--- src/design/sswc_pkg.sv ---
`default_nettype none

package sswc_pkg;

    localparam int DEF_CAPACITY = 256;
    localparam int KEY_W        = 64;
    localparam int GRP_SIZE     = 16;

    localparam logic [2:0] OP_INSERT  = 3'd0;
    localparam logic [2:0] OP_LOCATE  = 3'd1;
    localparam logic [2:0] OP_FIRST   = 3'd2;
    localparam logic [2:0] OP_NEXT    = 3'd3;
    localparam logic [2:0] OP_CURRENT = 3'd4;
    localparam logic [2:0] OP_READ    = 3'd5;

    localparam logic [2:0] ST_OK    = 3'd0;
    localparam logic [2:0] ST_DUP   = 3'd1;
    localparam logic [2:0] ST_FULL  = 3'd2;
    localparam logic [2:0] ST_EMPTY = 3'd3;
    localparam logic [2:0] ST_RANGE = 3'd4;

    // broadcast from the sequencer to every cell
    typedef struct packed {
        logic             cmp_en;
        logic             upd_en;
        logic             ins_ok;
        logic [2:0]       op;
        logic [KEY_W-1:0] key;
        logic [7:0]       idx;
    } ctl_t;

    // per-cell flags gathered by the sequencer
    typedef struct packed {
        logic eq;
        logic flag;
        logic next_ok;
    } cell_stat_t;

endpackage

`default_nettype wire

--- src/design/sswc_cell.sv ---
`default_nettype none

module sswc_cell
    import sswc_pkg::*;
#(
    parameter int INDEX = 0,
    parameter int CW    = 9
) (
    input  wire logic             clk,
    input  wire logic             rst_n,
    input  wire ctl_t             ctl,
    input  wire logic [CW-1:0]    count,
    input  wire logic             prev_less,
    input  wire logic [KEY_W-1:0] prev_key,
    input  wire logic             prev_flag,
    output logic                  less,
    output logic [KEY_W-1:0]      key,
    output logic                  flag,
    output cell_stat_t            stat,
    output logic [KEY_W-1:0]      data
);

    logic [KEY_W-1:0] key_reg;
    logic [KEY_W-1:0] key_next;
    logic             flag_reg;
    logic             flag_next;
    logic             less_reg;
    logic             eq_reg;
    logic             occ;
    logic             last;
    logic             idx_hit;
    logic             sel;

    assign occ  = count > CW'(INDEX);
    assign last = occ && !(count > CW'(INDEX + 1));
    assign idx_hit = (INDEX < 256) && (ctl.idx == 8'(INDEX));

    always_ff @(posedge clk or negedge rst_n)
    begin
        if (!rst_n)
        begin
            less_reg <= 1'b0;
            eq_reg   <= 1'b0;
        end
        else if (ctl.cmp_en)
        begin
            less_reg <= occ && ($signed(key_reg) < $signed(ctl.key));
            eq_reg   <= occ && (key_reg == ctl.key);
        end
    end

    always_comb
    begin
        key_next  = key_reg;
        flag_next = flag_reg;
        if (ctl.upd_en)
        begin
            case (ctl.op)
                OP_INSERT:
                begin
                    // entries at and above the ceiling move up one place
                    if (ctl.ins_ok && !less_reg)
                    begin
                        key_next  = prev_less ? ctl.key : prev_key;
                        flag_next = prev_less ? 1'b0 : prev_flag;
                    end
                end
                OP_LOCATE:
                    flag_next = occ && ((!less_reg && prev_less) || (less_reg && last));
                OP_FIRST:
                    flag_next = occ && (INDEX == 0);
                OP_NEXT:
                    flag_next = prev_flag && occ;
                default:
                begin
                    key_next  = key_reg;
                    flag_next = flag_reg;
                end
            endcase
        end
    end

    always_ff @(posedge clk)
    begin
        key_reg <= key_next;
    end

    always_ff @(posedge clk or negedge rst_n)
    begin
        if (!rst_n)
            flag_reg <= 1'b0;
        else
            flag_reg <= flag_next;
    end

    always_comb
    begin
        case (ctl.op)
            OP_LOCATE, OP_FIRST, OP_NEXT, OP_CURRENT: sel = flag_reg;
            OP_READ:                                  sel = occ && idx_hit;
            default:                                  sel = 1'b0;
        endcase
    end

    assign less         = less_reg;
    assign key          = key_reg;
    assign flag         = flag_reg;
    assign stat.eq      = eq_reg;
    assign stat.flag    = flag_reg;
    assign stat.next_ok = prev_flag && occ;
    assign data         = sel ? key_reg : '0;

endmodule

`default_nettype wire

--- config.mk ---
export PLATFORM = sky130hd
export DESIGN_NAME = sswc_cell
export DESIGN_NICKNAME = d
export VERILOG_FILES = /design/src/design/sswc_pkg.sv /design/src/design/sswc_cell.sv
export SDC_FILE = /design/constraint.sdc
export NUM_CORES = 1
export LEC_CHECK = 0
export ABC_AREA = 1
export BUFFER_PORTS_ARGS = -buffer_cell sky130_fd_sc_hd__buf_2
export CAP_MARGIN = 25
export CORE_UTILIZATION = 38
export DETAILED_ROUTE_END_ITERATION = 16
export GPL_ROUTABILITY_DRIVEN = 0
export PLACE_DENSITY = 0.76
export SLEW_MARGIN = 20
export SYNTH_ARGS = -nofsm -noshare
export SYNTH_HDL_FRONTEND = slang
export SYNTH_SLANG_ARGS = --single-unit
--- constraint.sdc ---
create_clock -name clk -period 5.4 [get_ports clk]
set_clock_uncertainty 0.2 [all_clocks]
set_input_delay 1.08 -clock clk [delete_from_list [all_inputs] [get_ports clk]]
set_output_delay 1.08 -clock clk [all_outputs]
set_load 0.03 [all_outputs]
-- Word level (Yosys, flattened, before mapping)
Cells that the tools add are included.
Widths: inputs -> output; s select.
- output and inout bits: 133
- register bits after elaboration: 67
- reduce and logical (&&, ||, !) cells: 18
- muxes and demuxes: 6
- equality and inequality tests: 7
- magnitude comparators: 3
- operators by type and width (operator ; number):
    $mux 64 ; 2
    $eq 64x64->1 ; 1
    $lt 64x64->1 ; 1
    $gt 9x1->1 const B ; 2
    $logic_and 1x1->1 ; 9
    $logic_not 8->1 ; 1
    $eq 3x2->1 const B ; 2
    $eq 3x3->1 const B ; 2
    $reduce_and 3->1 ; 2
    $pmux 1 s4 ; 1
    $reduce_bool 4->1 ; 1
    $reduce_or 4->1 ; 1
    $eq 3x1->1 const B ; 1
    $logic_not 3->1 ; 1
    $logic_not 1->1 ; 2
    $mux 1 ; 2
    $ne 2x2->1 const B ; 1
    $pmux 1 s2 ; 1
    $logic_or 1x1->1 ; 1

-- Longest topological paths before layout
- word-level depth: 7
- depth in mapped cells: 18

-- Least setup slack after synthesis
OpenSTA, ideal clock, no wires.
- path type: input to register
- start point: in ctl[73] (netlist name)
- end point: reg key_reg[0], in the netlist key[0], enable pin
- path slack: -1485 ps
- setup time: 578 ps
- data arrival time: 6107 ps
- buffers on the path: 0
- stages on the path: 3
- cells stage by stage: nor2_1 nand2_1 nor3b_1
- cells in the longest elaborated chain, start to end: 2
- RTL lines (what ; line ; RTL):
    start, declared ; sswc_cell.sv:11 ; input wire ctl_t ctl,
    $logic_not 3->1 ; sswc_cell.sv:58 ; case (ctl.op)
    $reduce_and 3->1 (no source line) ; n/a ;
    end signal, assigned ; sswc_cell.sv:85 ; key_reg <= key_next;
    end, declared ; sswc_cell.sv:23 ; logic [KEY_W-1:0] key_reg;
Every way passes these cells.
A chain may end at the register's enable or synchronous reset.

-- Worst setup path in the final report
- start point: in count[3]
- end point: out data[49]
- cells in the longest elaborated chain, start to end: 4
- RTL lines (what ; line ; RTL):
    start, declared ; sswc_cell.sv:12 ; input wire logic [CW-1:0] count,
    $gt 9x1->1 ; sswc_cell.sv:34 ; assign occ = count > CW'(INDEX);
    $logic_and 1x1->1 ; sswc_cell.sv:100 ; OP_READ: sel = occ && idx_hit;
    $pmux 1 s2 ; sswc_cell.sv:98 ; case (ctl.op)
    $mux 64 ; sswc_cell.sv:111 ; assign data = sel ? key_reg : '0;
    end, declared ; sswc_cell.sv:20 ; output logic [KEY_W-1:0] data
Every way passes these cells.

==> results.ini <==
[cells_and_area]
postLayoutCoreUtil_pct=54.4
area_growth_syn_to_layout_pct=37.0
finalNetCount=1165
final_layout_size_suffix_gt1_share_pct=33.0
finished_cell_area_sq_mm=0.00698
largest_reg_flops=64

[routing]
via_count=5118
dr.pass1.iters=4
wirelength_per_cell_microns=12.7
wl_microns=14300
ant_nets=0
vias_per_cell=4.55
detailedRoute.firstIterationViolations=239
drcViolationCount=0

[global_route]
global_route.usage.total_pct=20.8
pin_count_of_the_biggest_net_entering_global_routing=73
vias_in_the_first_global_route=4763
antenna_found_initial=3
globalRouteOverflowTotal=0
first_pass_grt_wire_length_microns=22600

[clock_network]
post-cts-setup-buffers=0
cts_sinks=67
cts_htree_levels=3
clkTransAtPathRegs_ns=0.05
cts_made_buffers=9
cts.repair.resized=0
cts-root-to-sink-buffers=2
worstSkewPairLatency_ns=0.34
cts_hold_buffers=0
cts_tree=built
clockRootBuffer=clkbuf_16

[logic_synthesis]
netlist-cell-type-count=24
postSynth.asyncResetShare_pct=4.48
yosysSeqAreaShare_pct=39.2
synthTopCellsByCount=inv_1 (149), nand2_1 (141), nor2_1 (83)
syn_avg_cell_area_sq_um=7.66
yosysWarnings=0
yosys.area.top_type_share_pct=37.7
synth-seq-cells=67
synth_nets=884
leading_register_cell_type_out_of_synthesis=edfxtp_1
synthesis.area_sq_mm=0.00510
synth_area_leader_cell=edfxtp_1
postSynthCellCount=665
synth-edff-count=64
post-synth-top-count-cell=inv_1
synth.area.top_cells=edfxtp_1 (38%), ha_1 (16%), inv_1 (11%), nand2_1 (10%), o21ai_0 (7.2%)

[timing]
whs_ns=0.288
timing_worst_slew_pin_value_ns=0.837
timing.final.setup_violations=0
slew_headroom_pct=44.2
fin_tns_setup_ns=0
min_period_ns=4.12
setup_repair_after_global_routing_missed_its_margin=no
timing.final.hold_violations=0
layout_worst_path_cycle_share_pct=76.3
final-max-slew-violation-count=0
achievable-frequency_mhz=243

[floorplan]
die_area_sq_mm=0.0139
die_y_microns=118
die_w_microns=118
placeableCoreArea_sq_mm=0.0128
start_util_pct=39.7
io-pin-count=288
floorplan.rows=41

[hold_path]
timing.hold.worst_path_depth=2
hold_path_class=flip-flop to flip-flop

[placement]
post_place_cell_area_sq_mm=0.00667
dpl.hpwl_microns=11600
port-buffer-count=287

[critical_path]
timing.reg2reg.worst_path_depth=4
worst_setup_path_end_kind=primary output
cp.arrival_ns=2.84
worst_setup_path_start_kind=input port
critPathRequiredTime_ns=4.12
crit_fanout=50
timing.setup.critical_path_class=input port to primary output

[power_and_ir_drop]
cellPowerDensity_mw_per_mm2=218
total_power_mw=1.52
leakagePower_nw=4.02
peakVddDrop_mv=0.123

[run_status]
status=finished clean

[flow_run]
timing.max_cap.violations=0

## per-stage QoR
step | cells | setup slack, ns
after floorplan | 665 | 0.796
after global placement | 1107 | 1.34
after detailed placement | 1107 | 1.26
after CTS | 1123 | 1.26
after global routing | 1124 | 1.07
final | 1124 | 1.28
## cell families (layout without fill, tap and decap cells)
family                     count (synthesis)  count (layout)  share of synthesized area, %
and+or+nand+nor                          251             251                          19.7
buffers and inverters                    171             457                          13.6
AOI/OAI and AO/OA                        112             112                          11.8
DFF                                       67              67                          39.2
adders and majority gates                 64              64                          15.7
other                                      0               1                             0
## metal layers
| metal | up-vias | wire length [microns] | global-route usage [%] |
|---|---|---|---|
| met5 | - | 17 | 0 |
| met4 | 4 | 263 | 7.69 |
| met3 | 18 | 916 | 4.70 |
| met2 | 181 | 7010 | 36.9 |
| met1 | 2236 | 6050 | 24.2 |
| li1 | 2679 | - | - |
## placed cells by master, fill, tap and decap left out
cell type,count
clkbuf_16,9
inv_1,149
nand2_1,141
nand3_1,7
ha_1,64
o21ai_0,73
nor3b_4,1
a32oi_4,1
edfxtp_1,64
nor2_1,83
diode_2,1
a21oi_1,30
buf_4,3
buf_2,287
clkinv_2,4
nor4_1,4
clkinv_1,2
nand4_1,6
a21o_1,1
o211ai_1,1
nor3_1,3
dfrtp_1,3
nor2_2,5
o21a_1,5
bufinv_16,2
nor3_2,1
buf_12,1
a31oi_1,1
## critical path, stage by stage
cell     delay (ns)
buf_2          0.09
nor2_1         0.10
nand4_1        0.18
nor2_2         0.23
nor2_2         0.08
a32oi_4        0.49
buf_12         0.32
nor2_1         0.06
buf_2          0.18
## final timing paths
path	from	to	slack (ns)
max	count[3]	data[49]	1.28
min	eq_reg	eq_reg	0.29
max reg2reg	less	key[49]	2.98
min reg2reg	eq_reg	eq_reg	0.29
max in group asynchronous	rst_n	less	4.56
min in group asynchronous	rst_n	flag	0.33
## report_power, final
part / internal (mW) / switching (mW) / total (mW)
clock: 0.398 / 0.220 / 0.618
combinational: 0.117 / 0.200 / 0.318
sequential: 0.581 / 0.00745 / 0.588
## cell type report
cell class | instances | area [sq um]
clock buffer | 9 | 225
sequential | 67 | 2000
timing repair buffer | 291 | 1480
clock inverter | 7 | 82.6
multi-input combinational | 427 | 2420
antenna | 1 | 2.50
fill | 1246 | 5840
inverter | 150 | 564
tap | 172 | 215
Power figures use the tool's default switching activity.
